[config.mk]
export PLATFORM = sky130hd
export DESIGN_NAME = resource_usage_tracker
export DESIGN_NICKNAME = d
export VERILOG_FILES = /design/src/design/utr_pkg.sv /design/src/design/resource_usage_tracker.sv /design/src/design/utr_ram.sv /design/src/design/utr_ctrl.sv
export SDC_FILE = /design/constraint.sdc
export NUM_CORES = 1
export LEC_CHECK = 0
export ABC_AREA = 0
export BUFFER_PORTS_ARGS = -buffer_cell sky130_fd_sc_hd__buf_4
export CORE_MARGIN = 8
export CORE_UTILIZATION = 40
export CTS_CLUSTER_SIZE = 40
export DETAILED_ROUTE_END_ITERATION = 16
export GPL_TIMING_DRIVEN = 0
export PLACE_DENSITY = 0.57
export RECOVER_POWER = 100
export REMOVE_ABC_BUFFERS = 1
export SETUP_SLACK_MARGIN = 0.4
export SKIP_LAST_GASP = 1
export SLEW_MARGIN = 5
export SYNTH_ARGS = -nofsm -noshare
export SYNTH_HDL_FRONTEND = slang
export SYNTH_SLANG_ARGS = --single-unit
[constraint.sdc]
create_clock -name clk -period 15.65 [get_ports clk]
set_clock_uncertainty 0.15 [all_clocks]
set_input_delay 0.7825 -clock clk [delete_from_list [all_inputs] [get_ports clk]]
set_output_delay 0.7825 -clock clk [all_outputs]
set_load 0.01 [all_outputs]
[src/design/utr_pkg.sv]
// ----------------------------------------------------------------------------
// Resource usage tracker package
// Shared types, codes and sizes for the resource usage tracker.
// ----------------------------------------------------------------------------
package utr_pkg;

    localparam int NUM_RESOURCES = 64;
    localparam int ADDR_W        = (NUM_RESOURCES > 1) ? $clog2(NUM_RESOURCES) : 1;
    localparam int IDX_W         = 8;
    localparam int CODE_W        = 2;

    typedef enum logic [1:0] {
        OP_RECORD = 2'd0,
        OP_MASK   = 2'd1,
        OP_UNMASK = 2'd2,
        OP_CHECK  = 2'd3
    } op_t;

    typedef enum logic [CODE_W-1:0] {
        USE_UNUSED = 2'd0,
        USE_USED   = 2'd1,
        USE_CLASH  = 2'd2,
        USE_MASKED = 2'd3
    } usage_t;

    typedef enum logic [1:0] {
        ST_OK    = 2'd0,
        ST_BAD   = 2'd1,
        ST_CLASH = 2'd2
    } status_t;

    typedef enum logic [2:0] {
        S_IDLE   = 3'b001,
        S_MODIFY = 3'b010,
        S_SCAN   = 3'b100
    } state_t;

    typedef struct packed {
        op_t              op;
        logic [IDX_W-1:0] resource_index;
    } req_t;

    typedef struct packed {
        status_t          status;
        logic [IDX_W-1:0] error_index;
    } rsp_t;

    typedef struct packed {
        logic              en;
        logic [ADDR_W-1:0] addr;
        usage_t            data;
    } ram_wr_t;

endpackage

[src/design/resource_usage_tracker.sv]
// ----------------------------------------------------------------------------
// Resource usage tracker
// Keeps a two-bit usage code per resource and reports clashes.
// ----------------------------------------------------------------------------
// Record, mask and unmask are a read-modify-write: the entry is read from
// the table memory when the request is taken, then updated and the result
// loaded in the modify state. An index that is out of range is answered
// without a table read. A check scans the table one entry per cycle
// through the memory read port, stopping at the lowest entry in clash.
// The result sits in an output register, so the next request beat can be
// taken in the cycle the result beat is taken.
module resource_usage_tracker
    import utr_pkg::*;
(
    input  logic clk,
    input  logic rst_n,
    input  logic req_valid,
    output logic req_stall,
    input  req_t req,
    output logic rsp_valid,
    input  logic rsp_stall,
    output rsp_t rsp
);

    logic              out_free;
    logic [ADDR_W-1:0] ram_raddr;
    logic [CODE_W-1:0] ram_rdata;
    ram_wr_t           ram_wr;
    logic              rsp_load;
    rsp_t              rsp_data;
    logic              rsp_valid_reg, rsp_valid_next;
    rsp_t              rsp_reg;

    assign out_free = !rsp_valid_reg || !rsp_stall;

    utr_ctrl u_ctrl (
        .clk       (clk),
        .rst_n     (rst_n),
        .req_valid (req_valid),
        .req       (req),
        .req_stall (req_stall),
        .out_free  (out_free),
        .ram_raddr (ram_raddr),
        .ram_rdata (ram_rdata),
        .ram_wr    (ram_wr),
        .rsp_load  (rsp_load),
        .rsp_data  (rsp_data)
    );

    utr_ram #(
        .WIDTH (CODE_W),
        .DEPTH (NUM_RESOURCES)
    ) u_ram (
        .clk   (clk),
        .we    (ram_wr.en),
        .waddr (ram_wr.addr),
        .wdata (ram_wr.data),
        .raddr (ram_raddr),
        .rdata (ram_rdata)
    );

    always_comb
    begin
        if (rsp_load)
        begin
            rsp_valid_next = 1'b1;
        end
        else if (out_free)
        begin
            rsp_valid_next = 1'b0;
        end
        else
        begin
            rsp_valid_next = rsp_valid_reg;
        end
    end

    always_ff @(posedge clk or negedge rst_n)
    begin
        if (!rst_n)
        begin
            rsp_valid_reg <= 1'b0;
        end
        else
        begin
            rsp_valid_reg <= rsp_valid_next;
        end
    end

    always_ff @(posedge clk)
    begin
        if (rsp_load)
        begin
            rsp_reg <= rsp_data;
        end
    end

    assign rsp_valid = rsp_valid_reg;
    assign rsp       = rsp_reg;

endmodule

[src/design/utr_ram.sv]
// ----------------------------------------------------------------------------
// Generic RAM
// Single write port, single read port with registered read data.
// ----------------------------------------------------------------------------
module utr_ram #(
    parameter int WIDTH = 2,
    parameter int DEPTH = 64
) (
    input  logic                                     clk,
    input  logic                                     we,
    input  logic [((DEPTH > 1) ? $clog2(DEPTH) : 1)-1:0] waddr,
    input  logic [WIDTH-1:0]                         wdata,
    input  logic [((DEPTH > 1) ? $clog2(DEPTH) : 1)-1:0] raddr,
    output logic [WIDTH-1:0]                         rdata
);

    logic [WIDTH-1:0] mem_reg [DEPTH];
    logic [WIDTH-1:0] rdata_reg;

    always_ff @(posedge clk)
    begin
        if (we)
        begin
            mem_reg[waddr] <= wdata;
        end
        rdata_reg <= mem_reg[raddr];
    end

    assign rdata = rdata_reg;

endmodule

[src/design/utr_ctrl.sv]
// ----------------------------------------------------------------------------
// Resource usage tracker sequencer
// Decodes each request, runs the read-modify-write of one entry or the
// clash scan, and keeps a valid bit for every entry of the table.
// ----------------------------------------------------------------------------
module utr_ctrl
    import utr_pkg::*;
(
    input  logic              clk,
    input  logic              rst_n,
    input  logic              req_valid,
    input  req_t              req,
    output logic              req_stall,
    input  logic              out_free,
    output logic [ADDR_W-1:0] ram_raddr,
    input  logic [CODE_W-1:0] ram_rdata,
    output ram_wr_t           ram_wr,
    output logic              rsp_load,
    output rsp_t              rsp_data
);

    localparam logic [ADDR_W-1:0] LAST_ADDR = ADDR_W'(NUM_RESOURCES - 1);

    state_t                   state_reg, state_next;
    op_t                      op_reg, op_next;
    logic [ADDR_W-1:0]        idx_reg, idx_next;
    logic [ADDR_W-1:0]        scan_reg, scan_next;
    logic                     rd_valid_reg, rd_valid_next;
    logic [NUM_RESOURCES-1:0] valid_reg, valid_next;
    logic                     accept;
    logic                     in_range;
    usage_t                   entry;

    assign accept    = (state_reg == S_IDLE) && req_valid && out_free;
    assign req_stall = !((state_reg == S_IDLE) && out_free);
    assign in_range  = {1'b0, req.resource_index} < (IDX_W + 1)'(NUM_RESOURCES);
    assign entry     = rd_valid_reg ? usage_t'(ram_rdata) : USE_UNUSED;

    always_comb
    begin
        state_next = state_reg;
        op_next    = op_reg;
        idx_next   = idx_reg;
        scan_next  = scan_reg;
        ram_raddr  = scan_reg + ADDR_W'(1);
        ram_wr     = '{en: 1'b0, addr: idx_reg, data: USE_USED};
        rsp_load   = 1'b0;
        rsp_data   = '{status: ST_OK, error_index: '0};

        case (state_reg)
            S_IDLE:
            begin
                ram_raddr = req.resource_index[ADDR_W-1:0];
                if (accept)
                begin
                    op_next  = req.op;
                    idx_next = req.resource_index[ADDR_W-1:0];
                    if (req.op == OP_CHECK)
                    begin
                        ram_raddr  = '0;
                        scan_next  = '0;
                        state_next = S_SCAN;
                    end
                    else if (!in_range)
                    begin
                        rsp_load = 1'b1;
                        rsp_data = '{status: ST_BAD, error_index: req.resource_index};
                    end
                    else
                    begin
                        state_next = S_MODIFY;
                    end
                end
            end
            S_MODIFY:
            begin
                rsp_load   = 1'b1;
                state_next = S_IDLE;
                case (op_reg)
                    OP_RECORD:
                    begin
                        if (entry == USE_USED)
                        begin
                            ram_wr   = '{en: 1'b1, addr: idx_reg, data: USE_CLASH};
                            rsp_data = '{status: ST_CLASH, error_index: IDX_W'(idx_reg)};
                        end
                        else if (entry != USE_MASKED)
                        begin
                            ram_wr = '{en: 1'b1, addr: idx_reg, data: USE_USED};
                        end
                    end
                    OP_MASK:
                    begin
                        if (entry != USE_USED)
                        begin
                            rsp_data = '{status: ST_CLASH, error_index: IDX_W'(idx_reg)};
                        end
                        else
                        begin
                            ram_wr = '{en: 1'b1, addr: idx_reg, data: USE_MASKED};
                        end
                    end
                    default:
                    begin
                        ram_wr = '{en: 1'b1, addr: idx_reg, data: USE_USED};
                    end
                endcase
            end
            S_SCAN:
            begin
                if (entry == USE_CLASH)
                begin
                    rsp_load   = 1'b1;
                    rsp_data   = '{status: ST_CLASH, error_index: IDX_W'(scan_reg)};
                    state_next = S_IDLE;
                end
                else if (scan_reg == LAST_ADDR)
                begin
                    rsp_load   = 1'b1;
                    state_next = S_IDLE;
                end
                else
                begin
                    scan_next = scan_reg + ADDR_W'(1);
                end
            end
            default:
            begin
                state_next = S_IDLE;
            end
        endcase
    end

    always_comb
    begin
        valid_next = valid_reg;
        if (ram_wr.en)
        begin
            valid_next[ram_wr.addr] = 1'b1;
        end
        rd_valid_next = valid_reg[ram_raddr];
    end

    always_ff @(posedge clk or negedge rst_n)
    begin
        if (!rst_n)
        begin
            state_reg    <= S_IDLE;
            op_reg       <= OP_RECORD;
            idx_reg      <= '0;
            scan_reg     <= '0;
            rd_valid_reg <= 1'b0;
            valid_reg    <= '0;
        end
        else
        begin
            state_reg    <= state_next;
            op_reg       <= op_next;
            idx_reg      <= idx_next;
            scan_reg     <= scan_next;
            rd_valid_reg <= rd_valid_next;
            valid_reg    <= valid_next;
        end
    end

endmodule

==> impl_metrics.json <==
{
  "htreeDepth": 1,
  "crit_path_end": "u_ctrl.rd_valid_reg",
  "min-delay-start": "req[6]",
  "synthCells": 818,
  "cts_tree": "done",
  "placed_cells": 1126,
  "p_total_w": 0.00144,
  "synth_area_um2": 9590,
  "synthToLayoutAreaGrowth_pct": 11.5,
  "synthTopCellsByArea": "edfxtp_1 (43%), dfrtp_1 (21%), nand2_1 (6.4%)",
  "postCtsResizedCells": 0,
  "fmax_mhz": 130,
  "arrival_ns": 7.95,
  "whs_ns": 0.297,
  "synth_top_cell_by_area": "edfxtp_1",
  "violations": "max-capacitance violations, max-slew violations",
  "grt_pass1_wl_um": 36800,
  "netlist_top_cells_count": "nand2_1 (164), edfxtp_1 (138), dfrtp_1 (82), nor2_1 (80), or2_2 (65)",
  "die_y_um": 171,
  "ctsLongestPathBuffers": 3,
  "r2r_start": "u_ctrl.state_reg[0]",
  "maxSlewViolCount": 209,
  "routedWlPerCell_um": 20.1,
  "synth_most_common_cell": "nand2_1",
  "synth_seq_cells": 223,
  "worstReg2RegEnd": "u_ctrl.rd_valid_reg",
  "yosysTopAreaCellShare_pct": 43.2,
  "hold_violations": 0,
  "rrSetupSlack_ns": 7.93,
  "antennaDiodeCount": 0,
  "r2r_cells": 7,
  "fin_crit_ns": 7.72,
  "cellPowerDensity_nw_per_um2": 135,
  "finalSetupViolations": 0,
  "numCtsBuffers": 24,
  "dr.pass1.iters": 4,
  "crit_type": "reg2reg",
  "portBuffers": 25,
  "drt_iter0_drc": 521,
  "path_clk_slew_ns": 0.06,
  "leakagePower_nw": 4.45,
  "async_reset_ff_share_pct": 37.2,
  "min_period_over_period_pct": 49.3,
  "clk_latency_ns": 0.51,
  "largest_reg_flops": 128,
  "num_vias": 6344,
  "synth_edf_count": 138,
  "syn_area_per_cell_um2": 11.7,
  "track_usage_pct": 16.3,
  "fin_cells": 1169,
  "outcome": "finished with violations",
  "slew_headroom_pct": -224,
  "drc": 0,
  "gr-total-overflow": 0,
  "via_per_inst": 5.43,
  "clkSinkCount": 223,
  "ant_nets": 0,
  "core_area_um2": 23500,
  "ir_worst_vdd_mv": 0.0620,
  "cp_max_fo": 67,
  "grt_pass1_vias": 6369,
  "start_util_pct": 40.7,
  "rows": 56,
  "die_area_um2": 29200,
  "hold_depth": 2,
  "yosysUniqueCellTypes": 63,
  "fin_nets": 848,
  "holdCritPathClass": "in2reg",
  "start_kind": "flop",
  "dp_hpwl_um": 14600,
  "drive_gt1_share_pct": 15.4,
  "root_buffer": "clkbuf_16",
  "drv_cap": 4,
  "grt_max_degree": 84,
  "wl_um": 23500,
  "rsz0062_at_grt": "false",
  "cp-startpoint": "u_ctrl.state_reg[0]",
  "hold_buffers": 0,
  "worst_pin_slew_ns": 4.86,
  "synth_ff_type": "edfxtp_1",
  "io_pins": 26,
  "die_x_um": 171,
  "setup_tns_ns": 0,
  "seq_area_frac_synth_pct": 65.3,
  "worstPathRequired_ns": 15.88,
  "place_congestion": 0.775,
  "post_cts_buffers": 0,
  "endpoint_kind": "flop",
  "synth_warnings": 0,
  "antenna_found_initial": 0
}
-- layout by cell type, fill, tap and decap left out, drive strengths merged, types with 5 or more instances in the layout --
cell,synthesis,routed
nor3,10,10
o21ai,14,14
nand2,166,166
or2,65,65
nand3,27,27
and3,26,26
clkbuf,21,52
inv,10,10
nand2b,8,8
buf,22,13
a222oi,6,6
a21oi,6,6
a2111oi,11,11
o22ai,8,8
a211oi,7,7
clkinv,0,8
a31oi,16,16
nand3b,8,8
edfxtp,138,138
a311oi,14,14
o221ai,5,5
mux2,6,6
dfrtp,82,82
nor2,80,80
-- how the worst min path moves through the flow --
| stage | endpoint |
|---|---|
| 3_3_place_gp | u_ctrl.valid_reg[27] |
| 5_1_grt | u_ctrl.state_reg[1] |
| 6_report | u_ctrl.state_reg[1] |
| 3_5_place_dp | u_ctrl.valid_reg[18] |
| 2_1_floorplan | u_ctrl.valid_reg[27] |
| 4_1_cts | u_ctrl.state_reg[1] |
-- through the flow --
step	instance area, µm²	utilization, %	setup WS [ns]
floorplan	9380	-	10.17
global placement	9960	42.3	4.55
detailed placement	10100	42.8	11.00
CTS	10800	46.0	11.03
global route	10700	45.4	7.43
finish	10700	45.4	7.93
-- cell type report --
class                   instances  area [µm²]
flip-flops and latches        223        6260
well taps                     319         399
multi-input cells             542        3050
fillers                      2202       12800
repair buffers                 32         181
clock buffers                  33         666
inverters                      10        37.5
clock inverters                10        97.6
-- logic make-up (layout without fill, tap and decap cells) --
family	Yosys count	count (layout)	share of synthesized area, %
simple gates	410	410	20.5
buf+inv	53	85	2.66
flops	223	223	65.3
xor+xnor	4	4	0.365
fa+ha+maj	1	1	0.130
compound gates	115	115	9.39
mux	12	12	1.72
-- per-layer routing --
layer / track usage (%) / routed length, µm / vias up
met5: 0 / 0 / -
met1: 22.9 / 11000 / 3152
met3: 2.28 / 1380 / 27
li1: - / - / 2986
met4: 4.88 / 514 / 0
met2: 25.9 / 10700 / 179
-- critical path, stage by stage (launching register included) --
cell,delay (ns)
dfstp_1,0.61
nor3b_1,1.69
o211ai_1,0.88
nand2_1,2.06
a2111oi_0,0.45
a2111oi_0,1.02
o22ai_1,0.32
a221oi_1,0.38
-- power by group --
group	leakage [nW]	internal (W)	switching (W)
Combinational	1.33	0.0000625	0.000166
Clock	0.378	0.000329	0.000225
Sequential	2.74	0.000640	0.0000214
(Power assumes the default switching activity.)
